`src/wss_cell.sv`:
```
// ----------------------------------------------------------------------------
// wss_cell
// One cell of a delay chain: loads the chain input when it is the head,
// otherwise the content of its upstream neighbor.
// ----------------------------------------------------------------------------
module wss_cell #(
  parameter int W = 48
) (
  input  logic         clk_i,
  input  logic         shift_i,
  input  logic         head_i,
  input  logic [W-1:0] ext_i,
  input  logic [W-1:0] prev_i,
  output logic [W-1:0] data_o
);

  logic [W-1:0] data_q;
  logic [W-1:0] data_d;

  assign data_d = head_i ? ext_i : prev_i;

  always_ff @(posedge clk_i) begin
    if (shift_i) begin
      data_q <= data_d;
    end
  end

  assign data_o = data_q;

endmodule

```
`config.mk`:
```
export PLATFORM = sky130hd
export DESIGN_NAME = wss_cell
export DESIGN_NICKNAME = d
export VERILOG_FILES = /design/src/wss_cell.sv
export SDC_FILE = /design/constraint.sdc
export NUM_CORES = 1
export LEC_CHECK = 0
export ABC_CLOCK_PERIOD_IN_PS = 1300
export BUFFER_PORTS_ARGS = -buffer_cell sky130_fd_sc_hd__buf_2
export CELL_PAD_IN_SITES_DETAIL_PLACEMENT = 0
export CELL_PAD_IN_SITES_GLOBAL_PLACEMENT = 1
export CORE_ASPECT_RATIO = 0.6
export CORE_MARGIN = 3
export CORE_UTILIZATION = 31
export CTS_CLUSTER_DIAMETER = 40
export DETAILED_ROUTE_END_ITERATION = 8
export PLACE_DENSITY = 0.88
export SKIP_LAST_GASP = 1
export SYNTH_ARGS = -nofsm -noshare
export SYNTH_HDL_FRONTEND = slang
export SYNTH_SLANG_ARGS = --single-unit
```
`constraint.sdc`:
```
create_clock -name clk_i -period 1.3 [get_ports clk_i]
set_input_delay 0.13 -clock clk_i [delete_from_list [all_inputs] [get_ports clk_i]]
set_output_delay 0.13 -clock clk_i [all_outputs]
set_load 0.02 [all_outputs]
```
## Yosys cells after proc, flatten, opt, wreduce, memory -nomap -nowiden

Cells that the tools add are included.
Widths: inputs -> output; s select.

- Logic and storage cells: 2
- Bits in registers: 48

- Muxes and demuxes: 1

Operators by type and width:

| operator | number |
|---|---|
| $mux 48 | 1 |

## Depth between registers and ports, before layout

- Word-level depth: 1
- Gate-level depth with buffers: 3

## Least setup slack after synthesis

Ideal clock, no wire load.

- Kind: input to register
- From: in head_i
- To: reg data_q[25] (netlist: data_o[25]) (data pin)
- Buffers on the path: 2
- Setup slack: 0.332 ns
- Arrival: 0.708 ns
- Stages on the path: 3
- Required time: 1.040 ns
- Cells stage by stage: buf_6 buf_6 mux2_4

- Longest elaborated chain between the ends: 1

Ends and longest elaborated chain:

| item | RTL line | text |
|---|---|---|
| from (decl) | 11 | `input logic head_i,` |
| $mux 48 | 20 | `assign data_d = head_i ? ext_i : prev_i;` |
| via data_d[25] | 18 | `logic [W-1:0] data_d;` |
| to (signal assigned) | 24 | `data_q <= data_d;` |
| to (decl) | 17 | `logic [W-1:0] data_q;` |

The timed path passes the listed nets, and every way through them passes these cells.
A chain may end at the register's enable or synchronous reset.

## Final worst setup path

- From: reg data_q[38] (netlist: data_o[38])
- To: out data_o[38]

RTL lines:

| item | RTL line | text |
|---|---|---|
| to (decl) | 14 | `output logic [W-1:0] data_o` |

No word-level cell between the ends.

==> key figures <==
Clocking
  • TritonCTS buffer count: 5
  • CTS clk-pin slew, worst paths: 0.07 ns
  • Resized Gates After CTS: 0
  • Post-CTS Setup Inserts: 0
  • H-tree depth: 2
  • CTS tree: done
  • Root Driver: clkbuf_16
  • CTS sink cnt: 48
  • Hold_buf cts: 0
  • Longest Clk Path Bufs: 2

Yosys
  • Top cell type by total area after synthesis: edfxtp_1
  • Post-synth top area share: 68.61%
  • Cell Area, Synth: 0.002101 mm2
  • Post-Syn Nets: 200
  • Post-synth EDFFs: 48
  • Average cell area after synthesis: 20.80 um2
  • Yosys reg bits: 48
  • Synth area leaders: edfxtp_1 (69%), mux2_2 (15%), mux2_4 (14%)
  • Async S/R FF share, synth: 0%
  • Seq/Total Area, Yosys: 68.61%
  • Post-synth cell types: 5
  • Top FF cell, synth: edfxtp_1
  • Gate Count Post-Synth: 101
  • Most common cell in the netlist: edfxtp_1
  • Commonest cells in the netlist: edfxtp_1 (48), mux2_2 (28), mux2_4 (20), buf_6 (3), buf_2 (2)
  • Ys Warns: 0

Setup path
  • Worst EP required: 1.17 ns
  • CP endpoint kind: output port
  • CP Launch Type: register
  • WP data arrival: 0.85 ns
  • Setup CP Type: reg -> out
  • CP Max Fanout: 1
  • Slowest CP cell: edfxtp_1
  • Worst-path cell chain: buf_2
  • Worst path max stage delay: 0.39 ns
  • Delay-heaviest family, CP: flip-flops
  • Crit path depth: 1
  • Number of buffers and inverters on the critical path: 1

Routing
  • Vias per cell: 4.255
  • DR vias: 1434
  • First drt pass iteration count: 4
  • First DRT Iteration DRCs: 76
  • Drt total wl: 5032 um
  • Avg WL per Cell: 14.93 um
  • Routed Antenna Nets: 0
  • DRC viols: 0

Layout
  • Share of cells above drive strength 1: 81.03%
  • P&R area growth vs syn: 49.79%
  • Post-route cell area: 0.003147 mm2
  • Fin cells: 337
  • Nets: 351
  • Final Util: 49.70%
  • Diode count: 0
  • Layout fillers: 558
  • Max reg flops: 48

Worst hold path
  • Min-delay worst type: in -> reg
  • HP Start: prev_i[43]
  • Worst Hold Path EP: data_o[43]
  • Hold depth: 2

Placed design
  • DP HPWL: 4015 um
  • Total placed instance area: 0.002953 mm2
  • Dpl ws: 0.1641 ns
  • Final Wtd Congestion: 0.7708
  • Placed Cells: 329
  • Port buffer count: 146

Pwr
  • Maximum VDD drop: 0.7333 mV
  • Sw Pwr: 0.0009239 W
  • Clock power share: 38.5%
  • Power per cell area: 1349 mW/mm2
  • Int Pwr: 0.003321 W
  • Sequential cell fraction of total power: 44.8%
  • Switch share: 21.76%
  • Leak Pwr: 1.441 nW
  • Comb pwr share: 16.7%

Flow run
  • Max-Cap Viols: 0

Global route
  • Initial antenna violation count: 0
  • First-pass GRT wire length: 7631 um
  • Total grt overflow: 0
  • Vias in the first global route: 1484
  • Maximum number of pins on one net before global-route repair: 49
  • GRT Overall Usage: 12.38%

Timing
  • Slack of the critical path: 0.3234 ns
  • Fin crit share: 75.12%
  • Total Neg Setup Slack: 0 ns
  • Final hold vios: 0
  • Final Max Slew Viols: 0
  • Fmax: 1024 MHz
  • Slew margin rel.: 82.32%
  • Worst-Margin Slew: 0.2652 ns
  • Fin crit period: 0.9766 ns
  • RSZ-0062 raised after global routing: no
  • Final setup fails: 0

Floorplanning
  • # IOs: 147
  • Core Box Area: 0.006331 mm2
  • Initial Util: 33.18%
  • Die height: 69.77 um
  • Rows: 22
  • Die Footprint: 0.007833 mm2
  • Die width: 112.3 um

Run status
  • Status: completed
==> metrics by stage <==
step,hold slack (ns),total power (W)
after CTS,0.1390,0.004316
after floorplan,0.2425,0.002317
final,0.1467,0.004245
after global placement,0.4300,0.002641
after detailed placement,0.4336,0.002658
after global routing,0.1345,0.004419
==> worst max path at each step <==
stage / from / end
finish: data_o[38] / data_o[38]
global route: data_o[38] / data_o[38]
CTS: data_o[38] / data_o[38]
detailed placement: head_i / data_o[3]
global placement: head_i / data_o[3]
floorplan: head_i / data_o[25]
==> layer usage <==
metal | track usage (%) | up-vias | part of all wire [%]
li1 | - | 696 | -
met2 | 21.65 | 72 | 51
met3 | 4.534 | 2 | 8.6
met4 | 2.133 | 0 | 0.18
met1 | 14.85 | 664 | 40
met5 | 0 | - | 0
==> layout by cell type (no fill, tap or decap), drive strengths merged <==
cell / n
clkbuf: 5
bufinv: 2
mux2: 48
edfxtp: 48
buf: 149
inv: 1
==> final cells by class <==
type                            count  area, um2  area share [%]
Clock buffer                        5      125.1           3.976
Clock inverter                      3      68.82           2.187
Multi-Input combinational cell     48      615.6           19.56
Tap cell                           84      105.1           3.340
Sequential cell                    48       1441           45.81
Timing Repair Buffer              149      790.8           25.13
==> kinds of logic after synthesis <==
group | Yosys count | share of synthesized area [%]
flops | 48 | 68.61
mux | 48 | 29.30
buf+inv | 5 | 2.084
==> power by group through the flow <==
stage	sequential, W	clock (W)	combinational, W
floorplan	0.00213	0	0.000188
CTS	0.00190	0.00169	0.000721
global placement	0.00193	0	0.000708
finish	0.00190	0.00163	0.000710
detailed placement	0.00194	0	0.000720
global route	0.00191	0.00174	0.000760
Power figures use the tool's default switching activity.
