## config.mk

```make
export PLATFORM = sky130hd
export DESIGN_NAME = wss_calc
export DESIGN_NICKNAME = d
export VERILOG_FILES = /design/src/wss_pkg.sv /design/src/wss_calc.sv
export SDC_FILE = /design/constraint.sdc
export NUM_CORES = 2
export LEC_CHECK = 0
export ABC_CLOCK_PERIOD_IN_PS = 6600
export BUFFER_PORTS_ARGS = -buffer_cell sky130_fd_sc_hd__buf_4
export CORE_MARGIN = 2
export CORE_UTILIZATION = 32
export CTS_CLUSTER_DIAMETER = 30
export DETAILED_ROUTE_END_ITERATION = 7
export GPL_ROUTABILITY_DRIVEN = 0
export SLEW_MARGIN = 30
export SYNTH_ARGS = -nofsm -noshare
export SYNTH_HDL_FRONTEND = slang
export SYNTH_SLANG_ARGS = --single-unit
```

## constraint.sdc

```tcl
create_clock -name clk_i -period 6.6 [get_ports clk_i]
set_input_delay 0.66 -clock clk_i [delete_from_list [all_inputs] [get_ports clk_i]]
set_output_delay 0.66 -clock clk_i [all_outputs]
set_load 0.01 [all_outputs]
```

## src/wss_pkg.sv

```systemverilog
// ----------------------------------------------------------------------------
// wss_pkg
// Shared types and constants of the wave stencil step block.
// ----------------------------------------------------------------------------
package wss_pkg;

  // Sample format: signed Q7.16
  localparam int SAMPLE_BITS = 24;
  localparam int FRAC_BITS   = 16;

  // Register widths
  localparam int COLS_W    = 6;
  localparam int ROWS_W    = 12;
  localparam int RCOEF_W   = 18;
  localparam int CFG_IDX_W = 2;
  localparam int CFG_DATA_W = 18;

  // Default geometry
  localparam int MAX_COLS_DEF = 32;
  localparam int MAX_ROWS_DEF = 4095;

  // Register reset values
  localparam logic [COLS_W-1:0]  NUM_COLS_RST = COLS_W'(32);
  localparam logic [ROWS_W-1:0]  NUM_ROWS_RST = ROWS_W'(32);
  localparam logic [RCOEF_W-1:0] R_COEFF_RST  = RCOEF_W'(16384);

  typedef enum logic [CFG_IDX_W-1:0] {
    CFG_NUM_COLS = 2'd0,
    CFG_NUM_ROWS = 2'd1,
    CFG_R_COEFF  = 2'd2
  } cfg_idx_e;

  typedef logic signed [SAMPLE_BITS-1:0] sample_t;

  typedef struct packed {
    sample_t cur_x;
    sample_t cur_y;
    sample_t prev_x;
    sample_t prev_y;
    sample_t older_x;
    sample_t older_y;
  } in_item_t;

  typedef struct packed {
    sample_t next_x;
    sample_t next_y;
    logic    frame_last;
  } out_item_t;

  // current displacement of one node
  typedef struct packed {
    sample_t x;
    sample_t y;
  } pair_t;

  // operands of one node, one component
  typedef struct packed {
    sample_t up;
    sample_t dn;
    sample_t lf;
    sample_t rt;
    sample_t c0;
    sample_t u1;
    sample_t u2;
  } stencil_t;

  // load enables of the arithmetic stages
  typedef struct packed {
    logic s2;
    logic s3;
    logic s4;
  } pipe_en_t;

endpackage

```

## src/wss_calc.sv

```systemverilog
// ----------------------------------------------------------------------------
// wss_calc
// Arithmetic of one component: Laplacian and history term, scaling by r,
// rounding to Q.16 and saturation. Three register stages.
// ----------------------------------------------------------------------------
module wss_calc (
  input  logic                            clk_i,
  input  wss_pkg::pipe_en_t               en_i,
  input  logic [wss_pkg::RCOEF_W-1:0]     r_coeff_i,
  input  wss_pkg::stencil_t               stencil_i,
  output wss_pkg::sample_t                next_o
);
  import wss_pkg::*;

  localparam int S     = SAMPLE_BITS;
  localparam int LapW  = S + 3;
  localparam int BaseW = S + 4;
  localparam int ProdW = RCOEF_W + 1 + LapW;
  localparam int SumW  = ProdW + 1;
  localparam int QW    = SumW - FRAC_BITS - 1;

  localparam logic signed [QW-1:0] QMax = QW'({1'b0, {(S-1){1'b1}}});
  localparam logic signed [QW-1:0] QMin = -QMax - QW'(1);
  localparam logic signed [SumW-1:0] Round = SumW'(1) <<< FRAC_BITS;

  logic signed [LapW-1:0]  lap_d, lap_q;
  logic signed [BaseW-1:0] base_d, base_q, base3_q;
  logic signed [ProdW-1:0] prod_d, prod_q;
  logic signed [SumW-1:0]  sum;
  logic signed [QW-1:0]    q_full;
  sample_t                 next_d, next_q;

  // stage 2: lap = up + dn + lf + rt - 4*u0, base = 5*u0 - 4*u1 + u2
  always_comb begin
    lap_d = LapW'(stencil_i.up) + LapW'(stencil_i.dn) + LapW'(stencil_i.lf)
          + LapW'(stencil_i.rt) - (LapW'(stencil_i.c0) <<< 2);
    base_d = (BaseW'(stencil_i.c0) <<< 2) + BaseW'(stencil_i.c0)
           - (BaseW'(stencil_i.u1) <<< 2) + BaseW'(stencil_i.u2);
  end

  // stage 3: r * lap, r is unsigned
  assign prod_d = ProdW'($signed({1'b0, r_coeff_i})) * ProdW'(lap_q);

  // stage 4: half of the sum, ties rounded up, then clipped
  always_comb begin
    sum    = SumW'(prod_q) + (SumW'(base3_q) <<< FRAC_BITS) + Round;
    q_full = $signed(sum[SumW-1:FRAC_BITS+1]);
    if (q_full > QMax) begin
      next_d = QMax[S-1:0];
    end else if (q_full < QMin) begin
      next_d = QMin[S-1:0];
    end else begin
      next_d = q_full[S-1:0];
    end
  end

  always_ff @(posedge clk_i) begin
    if (en_i.s2) begin
      lap_q  <= lap_d;
      base_q <= base_d;
    end
    if (en_i.s3) begin
      prod_q  <= prod_d;
      base3_q <= base_q;
    end
    if (en_i.s4) begin
      next_q <= next_d;
    end
  end

  assign next_o = next_q;

endmodule
```

# Word level (Yosys, flattened, before mapping)
# Cells that the tools add are included.
dict set report totals {
  register_bits 153
  latch_bits 0
  ramBits 0
  romBits 0
  inputBits 190
  out_inout_bits 24
  elab_cells 18
  n_memories 0
}
dict set report op_classes {
  addsub 9
  n_mul 1
  div_mod_pow 0
  order_cmp 2
  n_eq_ne 0
  n_shift 0
  mux 1
  bitwise_logic 0
  n_reduce_logical 0
}
# op count
set ops {}
lappend ops {{$add 26x24->27} 2}
lappend ops {{$add 46x44->47} 1}
lappend ops {{$add 47x18->47 const B} 1}
lappend ops {{$mul 19x27->46} 1}
lappend ops {{$gt 30x24->1 const B} 1}
lappend ops {{$lt 30x24->1 const B} 1}
lappend ops {{$add 28x24->28} 1}
lappend ops {{$sub 27x26->28} 1}
lappend ops {{$sub 27x26->27} 1}
lappend ops {{$add 25x24->26} 1}
lappend ops {{$add 24x24->25} 1}
lappend ops {{$mux 24} 1}

# Depth between registers and ports, before layout
dict set report logic_depth {
  ltp_word 4
  depth_mapped 26
  depth_no_buf 24
}

# Least setup slack after synthesis
# Ideal clock, no wire load.
dict set report synth_timing {
  path_kind {input-to-reg}
  start {in r_coeff_i[10] (netlist bit)}
  end {reg prod_q[45], data pin}
  setup_time_ns 0.260
  arrival_ns 6.835
  required_time_ns 6.340
  setup_slack_ns -0.494
  path_stages 25
  cell_sequence {clkbuf_1 -> clkbuf_1 -> nand2_1 -> fa_1 -> inv_1 -> fa_1 -> inv_1 -> fa_1 -> inv_1 -> fa_1 -> fa_1 -> inv_1 -> fa_1 -> inv_1 -> ha_1 -> nand2_1 -> o21ai_0 -> a211oi_1 -> or4b_1 -> a31oi_1 -> o211ai_1 -> a311oi_1 -> a21oi_1 -> o21bai_1 -> xnor2_1}
}
dict set report synth_via {
  elab_chain_cells 1
}
# element line
set synth_rtl {}
lappend synth_rtl {{from (decl)} wss_calc.sv:9} ;# input logic [wss_pkg::RCOEF_W-1:0] r_coeff_i,
lappend synth_rtl {{$mul 19x27->46} wss_calc.sv:42} ;# assign prod_d = ProdW'($signed({1'b0, r_coeff_i})) * ProdW'(lap_q);
lappend synth_rtl {{net prod_d[45]} wss_calc.sv:28} ;# logic signed [ProdW-1:0] prod_d, prod_q;
lappend synth_rtl {{to (signal assigned)} wss_calc.sv:63} ;# prod_q <= prod_d;
lappend synth_rtl {{to (decl)} wss_calc.sv:28}
# The timed path passes the listed nets, and every way through them passes these cells.
# A chain may end at the register's enable or synchronous reset.

# Final worst setup path
dict set report layout_timing {
  start {reg lap_q[9]}
  end {reg prod_q[45], data pin}
}
dict set report layout_via {
  elab_chain_cells 1
}
# element line
set layout_rtl {}
lappend layout_rtl {{from (decl)} wss_calc.sv:26} ;# logic signed [LapW-1:0] lap_d, lap_q;
lappend layout_rtl {{from (signal assigned)} wss_calc.sv:59} ;# lap_q <= lap_d;
lappend layout_rtl {{$mul 19x27->46} wss_calc.sv:42}
lappend layout_rtl {{net prod_d[45]} wss_calc.sv:28}
# The timed path passes the listed nets, and every way through them passes these cells.

==> qor.txt <==
Status -> finished, violations left
Violated checks -> negative setup slack
Crit path DAT -> 6.99 ns
Commonest non-fill, non-tap cell in the layout -> inv_1
Cell taking the most area after synthesis -> fa_1
Dominant cells by area after synthesis -> fa_1 42%, edfxtp_1 14%, inv_1 10%, ha_1 10%, and2_1 6.9%
Clock buffer count from CTS -> 17
Syn. warnings -> 0
Period utilisation layout -> 1.03
Max_cap viols -> 0
Gr usage total -> 0.173
Crit Reg-Reg Startpoint -> lap_q[9]
Worst-Skew Late Latency -> 0.48 ns
Global-route wire length before repair -> 121 mm
H-tree Lvls -> 4
Final Hold Fails -> 0
Syn Inst Count -> 2913
CTS root buf -> clkbuf_16
Crit path time final -> 6.77 ns
Crit-path most repeated cell -> fa_1
Vias in the first global route -> 23000
CTS max path bufs -> 2
Setup crit start kind -> register
WHS -> 0.417 ns
Final WS setup -> -0.167 ns
Drt pass-1 iters -> 5
Commonest cells after routing, fill and taps aside -> 775 x inv_1, 575 x fa_1, 424 x buf_4, 305 x and2_1, 209 x ha_1
Clk sinks -> 137
DR iter-0 viols -> 855
I/O pin total -> 214
Row count -> 109
Starting Density -> 0.324
Worst slew pin tran -> 0.818 ns
Vias -> 20500
Fmax -> 0.148 GHz
Initial antenna violation count -> 4
CTS clock-pin slew for the worst setup and hold paths -> 0.08 ns
Netlist cell types -> 62
Slew HR -> 0.455
DRC viols -> 0
Asr flop ratio synth -> 0
Antenna Violating Nets Remaining -> 0
Layout cell share with drive strength beyond 1 -> 0.188
Tightest Hold Check Type -> register to register
Area of the mapped netlist -> 28700 sq um
Kind of critical path -> register to register
DP HPWL -> 63.9 mm
Crit path from -> lap_q[9]
Cell family with the largest share of critical-path delay -> adder cells
CP Data Required Time -> 6.82 ns
Synthesized Nets -> 3933
Share of the synthesized area in the top cell type -> 0.418
Pin count of the biggest net entering global routing -> 59
Critical-path top delay cell -> fa_1
Most common flop cell mapped by yosys -> edfxtp_1
Clk_skew -> 0.0179 ns
Count of final setup violators -> 3
Crit path cell chain -> buf_12, buf_4, and2_1, fa_1, fa_1, inv_1, fa_1, inv_1, fa_1, fa_1, fa_1, ha_1, o21ai_1, a2111o_1, a2111oi_2, buf_4, o21ai_2, a31oi_4, o211ai_1, a311oi_2, a21oi_2, o21bai_1, xnor2_1
IO Port Bufs -> 213
Synth-to-Final Area Change -> 21.8%
Setup crit end kind -> register
CP peak stage delay -> 0.59 ns
Number of synthesized register bits -> 137
CTS tree -> yes
Post-synth EDFFs -> 137
Wire length per cell -> 16.6 microns
Max Transition Viols Final -> 0
Final #Nets -> 4343
FILL cells -> 8848
Congestion Overflow GR -> 0
Wirelength, routed -> 74.8 mm
Post-synthesis sequential area ratio -> 0.143
Vias per cell -> 4.55
Critical path buffer and inverter count -> 5
RSZ-0062 raised after global routing -> yes
Hold Buf Count CTS -> 0
Syn_area_per_cell -> 9.85 sq um
Vert. Die Dim -> 304 microns
Chip width -> 304 microns
Core Region -> 88600 sq um
Min-delay src -> base_q[0]
Die Area -> 92100 sq um
Worst Path Max Fanout -> 6
## registers in the layout (all words and copies together), names as in the netlist
name,cells
base_q,28
lap_q,27
base3_q,28
next_o,24
prod_q,30
## through the flow
stage | TNS [ns] | utilization | instances | cell area (sq um) | setup WS [ns]
final | -0.222 | 0.394 | 4502 | 35000 | -0.167
after global routing | -2.01 | 0.394 | 4501 | 35000 | -0.429
after CTS | -0.179 | 0.390 | 4491 | 34600 | -0.151
after detailed placement | -13.98 | 0.377 | 4420 | 33400 | -0.774
after global placement | -12.71 | 0.377 | 4420 | 33400 | -0.696
after floorplan | -0.0618 | - | 2913 | 29000 | -0.0618
## layout make-up
cell class	count	area, sq um	share of cell area
inverters	790	2970	0.0848
diodes	1	2.50	0.0000716
well taps	1165	1460	0.0417
clock buffers	17	425	0.0122
multi-input cells	1910	21900	0.628
repair buffers	467	3870	0.111
clock inverters	15	168	0.00480
flip-flops and latches	137	4110	0.118
## what timing repair did
item                                    in CTS  in global routing
pin swaps                                   62                 44
resized for setup                           63                 70
buffers inserted                            37                 12
endpoints found under the setup margin      28                 23
gates cloned                                 3                  0
## cell families (layout without fill, tap and decap cells)
family,after synthesis,after routing,synth area share
AO/OA/AOI/OAI,279,279,0.0658
XOR/XNOR,104,104,0.0317
adder cells (fa/ha/maj),830,830,0.519
buffers and inverters,866,1289,0.114
flip-flops,137,137,0.143
other,0,1,0
AND/OR/NAND/NOR,697,697,0.127
## per-layer routing
metal  vias up  GRT usage  part of all wire
li1       9579          -                 -
met3       115     0.0213             0.035
met2       393      0.318              0.52
met1     10400      0.206              0.40
met5         -          0           0.00036
met4         4     0.0663             0.040
## synthesized netlist by cell type, types with 4 or more instances
library cell / instances
o21bai_1: 10
a31o_2: 4
xnor2_1: 81
a21o_1: 56
nand2_1: 214
nor3_1: 16
o21a_1: 17
nand4_1: 9
o31ai_1: 6
or3_1: 9
a31oi_1: 6
nand2b_1: 12
and2_1: 316
and3_1: 8
nand3_1: 15
xor2_1: 23
a21boi_0: 6
edfxtp_1: 137
o21ai_0: 46
fa_1: 600
clkbuf_1: 71
nor2_1: 70
nor4_1: 4
and4_1: 4
a21oi_1: 76
ha_1: 230
inv_1: 790
o31a_1: 6
nor2b_1: 12
a211oi_1: 9
## worst register-to-register path, stage by stage (launching register included)
cell	delay [ns]
edfxtp_1	0.41
buf_12	0.17
buf_4	0.18
and2_1	0.19
fa_1	0.51
fa_1	0.53
inv_1	0.06
fa_1	0.59
inv_1	0.07
fa_1	0.54
fa_1	0.45
fa_1	0.44
ha_1	0.31
o21ai_1	0.12
a2111o_1	0.40
a2111oi_2	0.23
buf_4	0.18
o21ai_2	0.06
a31oi_4	0.21
o211ai_1	0.18
a311oi_2	0.30
a21oi_2	0.12
o21bai_1	0.17
xnor2_1	0.09
## worst paths after layout
path                                   end  slack (ns)  depth (start not counted)
worst min register to register  base3_q[0]        0.42                          0
worst min-delay path            base3_q[0]        0.42                          0
worst max-delay path            prod_q[45]       -0.17                         23
worst max register to register  prod_q[45]       -0.17                         23
Power is not shown: default switching activity piles up to over one toggle a cycle in this logic, so the estimate is an artifact.
